[src/rtl/core/tpc_pkg.sv]
`timescale 1ns / 1ps
// ----------------------------------------------------------------------------
// tpc_pkg
// Shared constants, register indexes and the tick control group for the
// trajectory tracking controller.
// ----------------------------------------------------------------------------
package tpc_pkg;

	localparam int CFG_W      = 24;
	localparam int CFG_IDX_W  = 3;
	localparam int PHASE_W    = 16;
	localparam int GAIN_W     = 16;
	localparam int LIMIT_W    = 23;
	localparam int NKNOT_W    = 7;
	localparam int FRAC_W     = 17;
	localparam int FRAC_SHIFT = 16;
	localparam int PD_SHIFT   = 8;

	localparam logic [FRAC_W-1:0] FRAC_ONE = 17'h10000;

	localparam logic CMD_LOAD = 1'b0;
	localparam logic CMD_TICK = 1'b1;

	localparam logic [CFG_IDX_W-1:0] REG_NUM_KNOTS    = 3'd0;
	localparam logic [CFG_IDX_W-1:0] REG_TICKS_PER    = 3'd1;
	localparam logic [CFG_IDX_W-1:0] REG_INV_TICKS    = 3'd2;
	localparam logic [CFG_IDX_W-1:0] REG_POS_GAIN     = 3'd3;
	localparam logic [CFG_IDX_W-1:0] REG_VEL_GAIN     = 3'd4;
	localparam logic [CFG_IDX_W-1:0] REG_FINAL_THETA  = 3'd5;
	localparam logic [CFG_IDX_W-1:0] REG_TORQUE_LIMIT = 3'd6;

	localparam logic [NKNOT_W-1:0] RST_NUM_KNOTS    = 7'd64;
	localparam logic [PHASE_W-1:0] RST_TICKS_PER    = 16'd10;
	localparam logic [PHASE_W-1:0] RST_INV_TICKS    = 16'd6554;
	localparam logic [GAIN_W-1:0]  RST_POS_GAIN     = 16'd2560;
	localparam logic [GAIN_W-1:0]  RST_VEL_GAIN     = 16'd256;
	localparam logic [CFG_W-1:0]   RST_FINAL_THETA  = 24'd12868;
	localparam logic [LIMIT_W-1:0] RST_TORQUE_LIMIT = 23'd180716;

	typedef struct packed {
		logic               valid;
		logic               finished;
		logic               last;
		logic [PHASE_W-1:0] phase;
	} tpc_tick_t;

endpackage

[src/rtl/core/tpc_timebase.sv]
`timescale 1ns / 1ps
// ----------------------------------------------------------------------------
// tpc_timebase
// Segment, phase and end-of-trajectory state; advances once per tick and
// forms the knot read addresses from the advanced time.
// ----------------------------------------------------------------------------
module tpc_timebase
	import tpc_pkg::*;
#(
	parameter int MAX_KNOTS = 64
) (
	input  logic                         clk,
	input  logic                         arst_n,
	input  logic                         go,
	input  logic [NKNOT_W-1:0]           num_knots,
	input  logic [PHASE_W-1:0]           ticks_per_knot,
	output logic [$clog2(MAX_KNOTS)-1:0] rd_addr_a,
	output logic [$clog2(MAX_KNOTS)-1:0] rd_addr_b,
	output tpc_tick_t                    tick
);

	localparam int AW = $clog2(MAX_KNOTS);
	localparam int SW = $clog2(MAX_KNOTS + 1);
	localparam int CW = (SW > NKNOT_W) ? SW : NKNOT_W;

	logic [SW-1:0]      seg_q, seg_d, n_eff, idx;
	logic [PHASE_W-1:0] phase_q, phase_d, tpk_eff;
	logic [PHASE_W:0]   phase_inc;
	logic               fin_q, fin_d, seg_ge_n, last, last_s1, valid_s1;

	assign n_eff     = (CW'(num_knots) > CW'(MAX_KNOTS)) ? SW'(MAX_KNOTS) : SW'(num_knots);
	assign tpk_eff   = (ticks_per_knot == '0) ? PHASE_W'(1) : ticks_per_knot;
	assign phase_inc = {1'b0, phase_q} + (PHASE_W+1)'(1);
	assign seg_ge_n  = (seg_q >= n_eff);

	always_comb begin
		seg_d   = seg_q;
		phase_d = phase_q;
		fin_d   = fin_q;
		if (!fin_q) begin
			if (phase_inc >= {1'b0, tpk_eff}) begin
				if (seg_ge_n) begin
					fin_d = 1'b1;
				end else begin
					seg_d   = SW'(seg_q + 1'b1);
					phase_d = '0;
				end
			end else begin
				phase_d = phase_inc[PHASE_W-1:0];
				if (seg_ge_n) begin
					fin_d = 1'b1;
				end
			end
		end
	end

	assign idx       = (seg_d >= n_eff) ? SW'(n_eff - 1'b1) : seg_d;
	assign last      = (({1'b0, seg_d} + (SW+1)'(1)) >= {1'b0, n_eff});
	assign rd_addr_a = idx[AW-1:0];
	assign rd_addr_b = last ? idx[AW-1:0] : AW'(idx + 1'b1);

	always_ff @(posedge clk or negedge arst_n) begin
		if (!arst_n) begin
			seg_q    <= '0;
			phase_q  <= '0;
			fin_q    <= 1'b0;
			last_s1  <= 1'b0;
			valid_s1 <= 1'b0;
		end else begin
			valid_s1 <= go;
			if (go) begin
				seg_q   <= seg_d;
				phase_q <= phase_d;
				fin_q   <= fin_d;
				last_s1 <= last;
			end
		end
	end

	assign tick.valid    = valid_s1;
	assign tick.finished = fin_q;
	assign tick.last     = last_s1;
	assign tick.phase    = phase_q;

endmodule

[config.mk]
export PLATFORM = sky130hd
export DESIGN_NAME = tpc_timebase
export DESIGN_NICKNAME = d
export VERILOG_FILES = /design/src/rtl/core/tpc_pkg.sv /design/src/rtl/core/tpc_timebase.sv
export SDC_FILE = /design/constraint.sdc
export NUM_CORES = 1
export LEC_CHECK = 0
export ABC_AREA = 1
export BUFFER_PORTS_ARGS = -buffer_cell sky130_fd_sc_hd__buf_2
export CAP_MARGIN = 30
export CORE_AREA = 2 2 97 99
export CTS_BUF_LIST = sky130_fd_sc_hd__clkbuf_2 sky130_fd_sc_hd__clkbuf_4 sky130_fd_sc_hd__clkbuf_8
export CTS_CLUSTER_SIZE = 16
export DETAILED_ROUTE_END_ITERATION = 8
export DIE_AREA = 0 0 99 101
export GPL_ROUTABILITY_DRIVEN = 0
export GPL_TIMING_DRIVEN = 1
export PLACE_DENSITY_LB_ADDON = 0.15
export SLEW_MARGIN = 40
export SYNTH_ARGS = -nofsm -noshare
export SYNTH_HDL_FRONTEND = slang
export SYNTH_SLANG_ARGS = --single-unit
[constraint.sdc]
create_clock -name clk -period 18.5 [get_ports clk]
set_clock_uncertainty 0.2 [all_clocks]
set_input_delay 3.7 -clock clk [delete_from_list [all_inputs] [get_ports clk]]
set_output_delay 3.7 -clock clk [all_outputs]
set_load 0.02 [all_outputs]
# Word-level counts from Yosys, hierarchy flattened

Cells that the tools add are included.

Register bits: 26
Bits in latches: 0
Memory bits (writable): 0
Memory bits (read-only): 0
Logic and storage cells: 30
Memories: 0

Add/subtract/negate cells: 5
Multipliers: 0
Divide/modulo/power cells: 0
Order comparisons: 5
Equal/unequal tests: 1
Shift operators: 0
Multiplexer cells: 11
Bitwise gates (word level): 1
Reductions and logical operators: 2

Operators by type and width:

| kind                                                               | count |
|---|---|
| 16-bit 2-to-1 mux                                                  | 3 |
| 7-bit 2-to-1 mux                                                   | 4 |
| 16-bit by 1-bit adder with 17-bit output, second input constant    | 1 |
| 17-bit by 16-bit greater-or-equal comparator with 1-bit output     | 1 |
| 16-bit logical NOT                                                 | 1 |
| 7-bit greater-or-equal comparator                                  | 2 |
| 6-bit 2-to-1 mux                                                   | 2 |
| 7-bit by 1-bit adder with 8-bit output, second input constant      | 1 |
| 8-bit by 7-bit greater-or-equal comparator with 1-bit output       | 1 |
| 7-bit by 1-bit adder with 7-bit output, second input constant      | 1 |
| 7-bit greater-than comparator, second input constant               | 1 |
| 6-bit by 1-bit adder with 6-bit output, second input constant      | 1 |
| 6-bit by 1-bit subtractor with 6-bit output, second input constant | 1 |
| 3-bit AND reduction                                                | 1 |
| 1-bit 2-to-1 mux                                                   | 2 |
| 2-bit inequality test, second input constant                       | 1 |
| 1-bit NOT                                                          | 1 |

# Longest topological paths before layout

Gate-level depths: netlist of the first run.

Word-level depth: 10
Depth in mapped cells: 39
Depth with buffers taken out: 38

# Worst setup path after synthesis of the first run

OpenSTA, ideal clock, no wires.

Path type: input port to output port
From: input num_knots[2]
To: output rd_addr_b[4]
Arrival time: 7.749 ns
Required time: 14.600 ns
Slack: 6.851 ns
Stages: 28
Path buffers: 0
Path through: nor2_1 nand3_1 nand2_1 nand2_1 ha_1 a21oi_1 o21ai_1 nand2_1 nand4_1 nor2_2 nand3_2 inv_1 nand3_2 xor2_2 inv_1 ha_1 nand2_1 inv_1 nand4_1 o211ai_1 nor2_1 inv_1 o21ai_2 ha_1 nand3_1 xor2_1 nand2_1 nand2_1

Cells in the longest elaborated chain, start to end: 10

RTL lines:

| what                                       | line               | text |
|---|---|---|
| start, declared                            | tpc_timebase.sv:15 | `input logic [NKNOT_W-1:0] num_knots,` |
| 7-bit greater-than comparator              | tpc_timebase.sv:31 | `assign n_eff = (CW'(num_knots) > CW'(MAX_KNOTS)) ? SW'(MAX_KNOTS) : SW'(num_knots);` |
| 7-bit 2-to-1 mux (*)                       | tpc_timebase.sv:31 |  |
| 7-bit greater-or-equal comparator (*)      | tpc_timebase.sv:34 | `assign seg_ge_n = (seg_q >= n_eff);` |
| 7-bit 2-to-1 mux (*)                       | tpc_timebase.sv:42 | `if (seg_ge_n) begin` |
| 7-bit 2-to-1 mux (*)                       | tpc_timebase.sv:41 | `if (phase_inc >= {1'b0, tpk_eff}) begin` |
| 7-bit 2-to-1 mux (*)                       | tpc_timebase.sv:40 | `if (!fin_q) begin` |
| net seg_d[6]                               | tpc_timebase.sv:26 | `logic [SW-1:0] seg_q, seg_d, n_eff, idx;` |
| 7-bit greater-or-equal comparator (*)      | tpc_timebase.sv:57 | `assign idx = (seg_d >= n_eff) ? SW'(n_eff - 1'b1) : seg_d;` |
| 6-bit 2-to-1 mux (*)                       | tpc_timebase.sv:57 |  |
| net rd_addr_a[0]                           | tpc_timebase.sv:17 | `output logic [$clog2(MAX_KNOTS)-1:0] rd_addr_a,` |
| 6-bit by 1-bit adder with 6-bit output (*) | tpc_timebase.sv:60 | `assign rd_addr_b = last ? idx[AW-1:0] : AW'(idx + 1'b1);` |
| 6-bit 2-to-1 mux (*)                       | tpc_timebase.sv:60 |  |
| end, declared                              | tpc_timebase.sv:18 | `output logic [$clog2(MAX_KNOTS)-1:0] rd_addr_b,` |

Mark *: on every way through the listed nets, which the timed path passes. The rest lies on a longest branch.

# Final worst setup path of the first run

From: input ticks_per_knot[12]
To: output rd_addr_b[4]

Cells in the longest elaborated chain, start to end: 9

RTL lines:

| what                                                               | line               | text |
|---|---|---|
| start, declared                                                    | tpc_timebase.sv:16 | `input logic [PHASE_W-1:0] ticks_per_knot,` |
| 16-bit logical NOT                                                 | tpc_timebase.sv:32 | `assign tpk_eff = (ticks_per_knot == '0) ? PHASE_W'(1) : ticks_per_knot;` |
| 16-bit 2-to-1 mux (*)                                              | tpc_timebase.sv:32 |  |
| 17-bit by 16-bit greater-or-equal comparator with 1-bit output (*) | tpc_timebase.sv:41 |  |
| 7-bit 2-to-1 mux (*)                                               | tpc_timebase.sv:41 |  |
| 7-bit 2-to-1 mux (*)                                               | tpc_timebase.sv:40 |  |
| net seg_d[6]                                                       | tpc_timebase.sv:26 |  |
| 7-bit greater-or-equal comparator                                  | tpc_timebase.sv:57 |  |
| 6-bit 2-to-1 mux                                                   | tpc_timebase.sv:57 |  |
| 6-bit by 1-bit adder with 6-bit output                             | tpc_timebase.sv:60 |  |
| 6-bit 2-to-1 mux (*)                                               | tpc_timebase.sv:60 |  |

Marked as above.

==> key figures, run 1 <==
Floorplan
  – Die span in x: 99 um
  – Chip height: 101 um
  – Die ar.: 10000 um2
  – Row cnt: 35
  – Io pins: 57
  – Area of the core: 8980 um2
  – Starting Density: 34.4%

Route
  – Routed vias: 3007
  – Routed Antenna Nets: 0
  – Initial DRC count: 132
  – Initial DRT Pass Iterations: 4
  – # DRC: 0
  – Wirelength per Cell: 12.5 um
  – Overall routed net length: 7810 um
  – Vias per std cell: 4.80

Setup path
  – CP startpoint kind: primary input
  – Critical Path End Type: output pin
  – WP data required: 14.60 ns
  – Most numerous cell on the critical path: nand2_1
  – Setup CP Type: primary input to output pin
  – CP max FO: 13
  – Critical path's largest stage delay: 0.44 ns
  – Arrival time at the worst endpoint: 8.50 ns
  – Worst path slowest cell: nor2_1
  – Worst Reg-to-Reg Cells: 33

Synthesis
  – Ys async rst share: 100%
  – Synth top cells by count: nand2_1 (147), inv_1 (75), ha_1 (42)
  – Synth Cell Area: 3090 um2
  – Synth warn: 0
  – Sequential fraction of the synthesis area: 21.1%
  – Syn_nets: 531
  – Synth cell types: 40
  – Synth area leaders: dfrtp_1 (21%), nand2_1 (18%), ha_1 (17%), inv_1 (9.1%), xor2_1 (5.1%)
  – Synth area leader: dfrtp_1
  – Synth top area share: 21.1%
  – EDFF count, synth: 0
  – Gate Count Post-Synth: 463
  – Avg Cell Area, Syn: 6.67 um2
  – Most frequent cell after synthesis: nand2_1
  – Dominant register cell in the synthesized netlist: dfrtp_1
  – #FFs+latches synth: 26

Power
  – Seq pwr share: 28.9%
  – Sw Share: 42.4%
  – Power Dens Cells: 61.1 nW/um2
  – Worst vdd ir: 29.2 uV
  – Int Pwr: 0.124 mW
  – Gate power share: 48.6%
  – Leakage: 2.07 nW
  – Clock power share: 22.5%
  – P_sw: 0.0915 mW

Clock tree
  – Number of buffers created by CTS: 3
  – CTS sink count: 26
  – CTS tree: yes
  – Worst-path clk slew: 0.10 ns
  – Maximum clock path buffer count: 2
  – Clk_lat worst skew: 0.28 ns
  – Post-cts sizing count: 0
  – Root Driver: clkbuf_8
  – Postcts setup bufs: 0
  – H-tree levels: 1
  – CTS Hold Bufs: 0

Hold path
  – Worst Hold Class: register to register
  – Hold Path Depth: 2

Timing
  – Worst Tran Pin Value: 0.618 ns
  – Fmax: 80.7 MHz
  – Slew Viols, Final: 0
  – Period utilization: 67.0%
  – Fin crit period: 12.40 ns
  – Final Hold Viols: 0
  – Rel. slew slack: 58.8%
  – Setup TNS: 0 ns
  – Unrepaired setup endpoints after global routing: false
  – Hold slack: 0.292 ns
  – Final setup violation count: 0

Final layout
  – Fin nets: 585
  – Diode count: 0
  – Fill cells: 951
  – Share of layout cells above drive strength 1: 17.2%
  – Area grow syn2layout: 14.5%

Global route
  – Largest net degree at the start of global routing: 27
  – Initial antenna violation count: 0
  – Vias in the first global route: 2778
  – Total gr overflow: 0
  – Tot GR Track Use: 15.9%
  – Global-route wire length before repair: 13100 um

Placed design
  – Dpl hpwl: 6500 um
  – Port Buf Inserts: 56

Run status
  – Status: completed

Job
  – Max-Cap Viols: 0
[stage by stage]
stage               utilization [%]  total power, mW  cells  setup slack [ns]  instance area, um2
finish                         39.4            0.216    627              6.10                3530
floorplan                         -            0.140    463              6.85                3090
global placement               38.5            0.169    623              6.28                3460
global route                   39.4            0.236    627              5.56                3530
detailed placement             38.5            0.169    623              6.18                3460
CTS                            39.3            0.218    627              6.15                3530
[path summary, 6_finish.rpt]
kind	to	start	slack, ns
min reg2reg	last_s1	last_s1	0.29
max reg2reg	last_s1	phase_q[0]	12.82
max	rd_addr_b[4]	ticks_per_knot[12]	6.10
max in group asynchronous	phase_q[9]	arst_n	14.47
min	last_s1	last_s1	0.29
min in group asynchronous	phase_q[2]	arst_n	3.21
[layout make-up]
| class | instances | area (um2) | share of cell area [%] |
|---|---|---|---|
| clock buffer | 3 | 41.3 | 1.17 |
| timing repair buffer | 56 | 280 | 7.93 |
| sequential | 26 | 651 | 18.4 |
| tap | 111 | 139 | 3.93 |
| multi-input combinational | 353 | 2100 | 59.5 |
| clock inverter | 1 | 30.0 | 0.850 |
| inverter | 77 | 292 | 8.25 |
[sequential cells by signal, summed over array words and instances (netlist names)]
register,flops
phase_q,16
seg_q,7
fin_q,1
last_s1,1
valid_s1,1
[layout by cell type (no fill, tap or decap), drive strengths merged, types with 3 or more instances in the layout]
cell and n:
o21ai 21, dfrtp 26, nand4 11, nor2 34, inv 77, a22o 3
clkbuf 3, ha 42, a21oi 15, nand3 27, o22ai 4, nand2 156
buf 56, nor3 5, xor2 19
[critical path, delay by kind of cell]
family / cells / cell delay (ns)
buf+inv: 6 / 0.70
simple gates: 16 / 2.10
xor+xnor: 2 / 0.42
fa+ha+maj: 3 / 0.84
compound gates: 3 / 0.71
[cell families after synthesis]
logic type	share of synthesized area [%]
AO/OA/AOI/OAI	10.3
adder cells (fa/ha/maj)	17.0
XOR/XNOR	6.20
AND/OR/NAND/NOR	34.5
buffers and inverters	10.9
flip-flops	21.1
[layer usage]
layer | track usage (%) | share of wire [%]
met5 | 0 | 0
met4 | 4.43 | 1.5
met3 | 1.66 | 2.9
met2 | 25.9 | 44
met1 | 22.5 | 51
[power by group through the flow]
stage	combinational (mW)	sequential, mW	clock (mW)
3_5_place_dp	0.105	0.0635	0
4_1_cts	0.106	0.0625	0.0499
6_report	0.105	0.0625	0.0486
2_1_floorplan	0.0771	0.0625	0
3_3_place_gp	0.105	0.0635	0
5_1_grt	0.120	0.0629	0.0528
(Power assumes the default switching activity.)
==> run 2: changes to the inputs <==
Clock period 18.5 ns to 11.15 ns, I/O delays scaled along.
==> key figures, run 2 (same netlist as run 1, synthesis figures left out) <==
Power
  – Clock power share: 22.4% (about the same)
  – Sw Share: 42.3% (-0.068 points)
  – Gate power share: 48.6% (about the same)
  – Leakage: 2.07 nW (unchanged)
  – Power Dens Cells: 101 nW/um2 (+66%)
  – Seq pwr share: 29.0% (about the same)
  – P_sw: 0.151 mW (+66%)
  – Int Pwr: 0.207 mW (+66%)
  – Worst vdd ir: 40.9 uV (+40%)
  – Total power: 0.358 mW (+66%)

Timing
  – Slew Viols, Final: 0 (unchanged)
  – Fin crit period: 9.42 ns
  – Final Hold Viols: 0 (unchanged)
  – Hold slack: 0.301 ns (+0.00893 ns)
  – Final setup violation count: 0 (unchanged)
  – Unrepaired setup endpoints after global routing: false
  – Worst setup margin: 1.73 ns (-4.37 ns)
  – Worst Tran Pin Value: 0.605 ns (-0.0137 ns)
  – Rel. slew slack: 59.7% (+0.91 points)
  – Setup TNS: 0 ns (unchanged)
  – Fmax: 106 MHz
  – Period utilization: 84.5%

Clock tree
  – Postcts setup bufs: 0 (unchanged)
  – Worst-path clk slew: 0.10 ns (about the same)
  – Root Driver: clkbuf_8
  – CTS sink count: 26 (unchanged)
  – H-tree levels: 1 (unchanged)
  – CTS tree: yes
  – CTS Hold Bufs: 0 (unchanged)
  – Maximum clock path buffer count: 2 (unchanged)
  – Number of buffers created by CTS: 3 (unchanged)
  – Post-cts sizing count: 0 (unchanged)
  – Clk_lat worst skew: 0.28 ns (about the same)

Final layout
  – Fill cells: 971 (+2.1%)
  – Share of layout cells above drive strength 1: 17.2% (unchanged)
  – Diode count: 0 (unchanged)
  – Most flops, register: phase_q
  – Top flop regs: phase_q x16, seg_q x7
  – Max FFs per register: 16 (unchanged)
  – Area grow syn2layout: 14.5% (unchanged)
  – Most frequent cells in the layout: nand2_1 (147), inv_1 (75), buf_2 (56)
  – Fin nets: 585 (unchanged)
  – Commonest non-fill, non-tap cell in the layout: nand2_1

Setup path
  – CP max FO: 9 (-4)
  – Arrival time at the worst endpoint: 6.99 ns (-1.51 ns)
  – Worst path slowest cell: nor2_1
  – Critical Path End Type: output pin
  – Most numerous cell on the critical path: nand2_1
  – Setup CP Type: primary input to output pin
  – CP startpoint kind: primary input
  – Critical path's largest stage delay: 0.41 ns (-0.03 ns)
  – WP data required: 8.72 ns (-5.88 ns)

Floorplan
  – Die ar.: 10000 um2 (unchanged)
  – Io pins: 57 (unchanged)
  – Area of the core: 8980 um2 (unchanged)
  – Chip height: 101 um (unchanged)
  – Die span in x: 99 um (unchanged)
  – Row cnt: 35 (unchanged)
  – Starting Density: 34.4% (unchanged)

Route
  – Wirelength per Cell: 12.5 um (+0.42%)
  – # DRC: 0 (unchanged)
  – Routed Antenna Nets: 0 (unchanged)
  – Routed vias: 3018 (+0.37%)
  – Initial DRT Pass Iterations: 5 (+1)
  – Overall routed net length: 7840 um (+0.42%)
  – Vias per std cell: 4.81 (+0.37%)
  – Initial DRC count: 93 (-30%)

Job
  – Max-Cap Viols: 0 (unchanged)

Placed design
  – Dpl hpwl: 6490 um (about the same)
  – Pre-CTS worst setup slack: 1.75 ns (-4.43 ns)
  – Port Buf Inserts: 56 (unchanged)

Hold path
  – Worst Hold Class: register to register

Run status
  – Status: completed

Global route
  – Largest net degree at the start of global routing: 27 (unchanged)
  – Initial antenna violation count: 0 (unchanged)
  – Vias in the first global route: 2817 (+1.4%)
  – Global-route wire length before repair: 13200 um (+1.3%)
  – Tot GR Track Use: 16.1% (+0.20 points)
  – Total gr overflow: 0 (unchanged)
[run 2: cell counts in the layout (fill, tap and decap cells not counted)]
Identical to the previous run, type by type.
[run 2: path summary, 6_finish.rpt]
check / from / to / slack [ns] / cells after the start
min in group asynchronous: arst_n / phase_q[1] / 1.74 / 1
max in group asynchronous: arst_n / phase_q[9] / 8.60 / 1
setup reg to reg: phase_q[0] / last_s1 / 5.49 / 33
hold / removal: last_s1 / last_s1 / 0.30 / 2
setup / recovery: num_knots[2] / rd_addr_b[4] / 1.73 / 30
hold reg to reg: last_s1 / last_s1 / 0.30 / 2
[run 2: per-stage QoR]
| stage | instances | utilization (%) | cell area, um2 |
|---|---|---|---|
| after floorplan | 463 | - | 3090 |
| after global placement | 623 | 38.5 | 3460 |
| after detailed placement | 623 | 38.5 | 3460 |
| after CTS | 627 | 39.3 | 3530 |
| after global routing | 627 | 39.4 | 3530 |
| final | 627 | 39.4 | 3530 |
[run 2: layer usage]
layer  share of wire, %  GRT usage (%)  vias to the layer above  wire length (um)
li1                   -              -                     1590                 -
met1                 52           23.4                     1374              4050
met2                 44           26.0                       45              3450
met3                3.1           1.73                        9               247
met4                1.2           3.48                        0                97
met5                  0              0                        -                 0
[run 2: layout make-up]
type / count / area, um2 / area share, %
timing repair buffer: 56 / 280 / 7.93
clock inverter: 1 / 30.0 / 0.850
multi-input combinational: 353 / 2100 / 59.5
tap: 111 / 139 / 3.93
clock buffer: 3 / 41.3 / 1.17
inverter: 77 / 292 / 8.25
sequential: 26 / 651 / 18.4
[run 2: worst max-delay path, delay by kind of cell]
kind            cells  cell delay, ns
xor+xnor            2            0.43
simple gates       15            2.02
fa+ha+maj           3            0.93
compound gates      4            0.65
buf+inv             6            0.74
[run 2: power by group through the flow]
stage / Sequential (mW) / Clock, mW / Combinational (mW)
after detailed placement: 0.105 / 0 / 0.175
after floorplan: 0.104 / 0 / 0.128
after global routing: 0.105 / 0.0871 / 0.200
after CTS: 0.104 / 0.0828 / 0.176
after global placement: 0.105 / 0 / 0.175
final: 0.104 / 0.0801 / 0.174
==> run 3: changes to the inputs <==
Clock period 11.15 ns to 8.26 ns, I/O delays scaled along.
==> key figures, run 3 (same netlist as run 1, synthesis figures left out) <==
Run status
  – Status: completed

Clock tree
  – Number of buffers created by CTS: 3 (unchanged)
  – CTS sink count: 26 (unchanged)
  – Root Driver: clkbuf_8
  – CTS tree: yes
  – CTS Hold Bufs: 0 (unchanged)
  – H-tree levels: 1 (unchanged)
  – Clk_lat worst skew: 0.28 ns (about the same)
  – Maximum clock path buffer count: 2 (unchanged)
  – Worst-path clk slew: 0.10 ns (about the same)

Timing
  – Setup TNS: 0 ns (unchanged)
  – Unrepaired setup endpoints after global routing: false
  – Final Hold Viols: 0 (unchanged)
  – Worst Tran Pin Value: 0.603 ns (-0.00154 ns)
  – Fin crit period: 7.80 ns
  – Slew Viols, Final: 0 (unchanged)
  – Worst setup margin: 0.460 ns (-1.27 ns)
  – Fmax: 128 MHz
  – Rel. slew slack: 59.8% (+0.10 points)
  – Hold slack: 0.294 ns (-0.00713 ns)
  – Final setup violation count: 0 (unchanged)
  – Period utilization: 94.4%

Setup path
  – Critical path's largest stage delay: 0.35 ns (-0.06 ns)
  – Worst path slowest cell: ha_1
  – Delay-heaviest family, CP: simple AND/OR/NAND/NOR gates
  – WP data required: 6.41 ns (-2.31 ns)
  – CP max FO: 8 (-1)
  – Arrival time at the worst endpoint: 5.95 ns (-1.04 ns)
  – WP buf/inv: 7 (+1)
  – Most numerous cell on the critical path: nand2_1
  – CP startpoint kind: primary input
  – Setup CP Type: primary input to output pin
  – Critical Path End Type: output pin

Final layout
  – Most flops, register: phase_q
  – Fill cells: 955 (-1.6%)
  – Fin nets: 587 (+0.34%)
  – Share of layout cells above drive strength 1: 18.0% (+0.71 points)
  – Most frequent cells in the layout: nand2_1 (147), inv_1 (74), buf_2 (56)
  – Top flop regs: phase_q x16, seg_q x7
  – Post-route cell area: 3580 um2 (+1.3%)
  – Max FFs per register: 16 (unchanged)
  – Commonest non-fill, non-tap cell in the layout: nand2_1
  – Post-Layout Cell Count: 629 (+0.32%)
  – Diode count: 0 (unchanged)
  – Area grow syn2layout: 16.0%
  – Finished Core Util: 39.9% (+0.52 points)

Floorplan
  – Row cnt: 35 (unchanged)
  – Io pins: 57 (unchanged)
  – Starting Density: 34.4% (unchanged)
  – Die span in x: 99 um (unchanged)
  – Die ar.: 10000 um2 (unchanged)
  – Area of the core: 8980 um2 (unchanged)
  – Chip height: 101 um (unchanged)

Route
  – Wirelength per Cell: 12.6 um (+0.85%)
  – Routed Antenna Nets: 0 (unchanged)
  – Routed vias: 3008 (-0.33%)
  – Vias per std cell: 4.78 (-0.65%)
  – Overall routed net length: 7930 um (+1.2%)
  – Initial DRT Pass Iterations: 4 (-1)
  – Initial DRC count: 130 (+40%)
  – # DRC: 0 (unchanged)

Power
  – Clock power share: 22.1% (-0.3 points)
  – Worst vdd ir: 73.7 uV (+80%)
  – Int Pwr: 0.282 mW (+37%)
  – Power Dens Cells: 136 nW/um2 (+34%)
  – Sw Share: 42.1% (-0.24 points)
  – Seq pwr share: 28.7% (-0.3 points)
  – P_sw: 0.205 mW (+35%)
  – Leakage: 2.08 nW (+0.55%)
  – Total power: 0.487 mW (+36%)
  – Gate power share: 49.2% (+0.6 points)

Global route
  – Tot GR Track Use: 16.7% (+0.51 points)
  – Global-route wire length before repair: 13600 um (+3.1%)
  – Largest net degree at the start of global routing: 27 (unchanged)
  – Total gr overflow: 0 (unchanged)
  – Vias in the first global route: 2840 (+0.82%)
  – Initial antenna violation count: 0 (unchanged)

Placed design
  – Placement Cell Area: 3470 um2 (+0.43%)
  – Pre-CTS worst setup slack: 0.370 ns (-1.38 ns)
  – Placed cell count: 625 (+0.32%)
  – Port Buf Inserts: 56 (unchanged)
  – Dpl hpwl: 6600 um (+1.6%)

Hold path
  – Worst Hold Class: register to register

Job
  – Max-Cap Viols: 0 (unchanged)
[run 3: cell type report]
cell class              count  area [um2]  share of cell area [%]
clock buffers               3        41.3                    1.15
clock inverters             1        30.0                   0.839
inverters                  77         292                    8.14
multi-input cells         353        2130                    59.6
flip-flops and latches     26         651                    18.2
well taps                 111         139                    3.88
repair buffers             58         295                    8.25
[run 3: worst paths after layout]
kind | endpoint | depth (start not counted) | start | slack (ns)
setup reg to reg | last_s1 | 33 | phase_q[0] | 2.99
max in group asynchronous | phase_q[9] | 1 | arst_n | 6.28
setup / recovery | rd_addr_b[4] | 32 | num_knots[2] | 0.46
hold reg to reg | last_s1 | 2 | last_s1 | 0.29
hold / removal | last_s1 | 2 | last_s1 | 0.29
min in group asynchronous | phase_q[2] | 1 | arst_n | 1.16
[run 3: routing by layer]
layer  global-route usage, %  wire [um]  up-vias
met2                    26.3       3470       47
met5                       0          0        -
met1                    24.6       4040     1362
met4                    2.74        102        0
met3                    2.15        323        8
li1                        -          -     1591
[run 3: timing repair]
item,CTS,global route
buffers inserted,0,0
setup endpoints to repair,0,6
hold endpoints to repair,0,0
gates resized for setup,0,5
[run 3: tightest hold or removal path: stages, from the launching register on]
cell	delay, ns
dfrtp_1	0.36
nand2_1	0.05
nand2_1	0.05
[run 3: power by group through the flow]
| stage | clock (mW) | combinational (mW) | sequential [mW] |
|---|---|---|---|
| after floorplan | 0 | 0.173 | 0.140 |
| after global placement | 0 | 0.238 | 0.142 |
| after detailed placement | 0 | 0.238 | 0.142 |
| after CTS | 0.111 | 0.239 | 0.140 |
| after global routing | 0.115 | 0.275 | 0.141 |
| final | 0.108 | 0.240 | 0.140 |
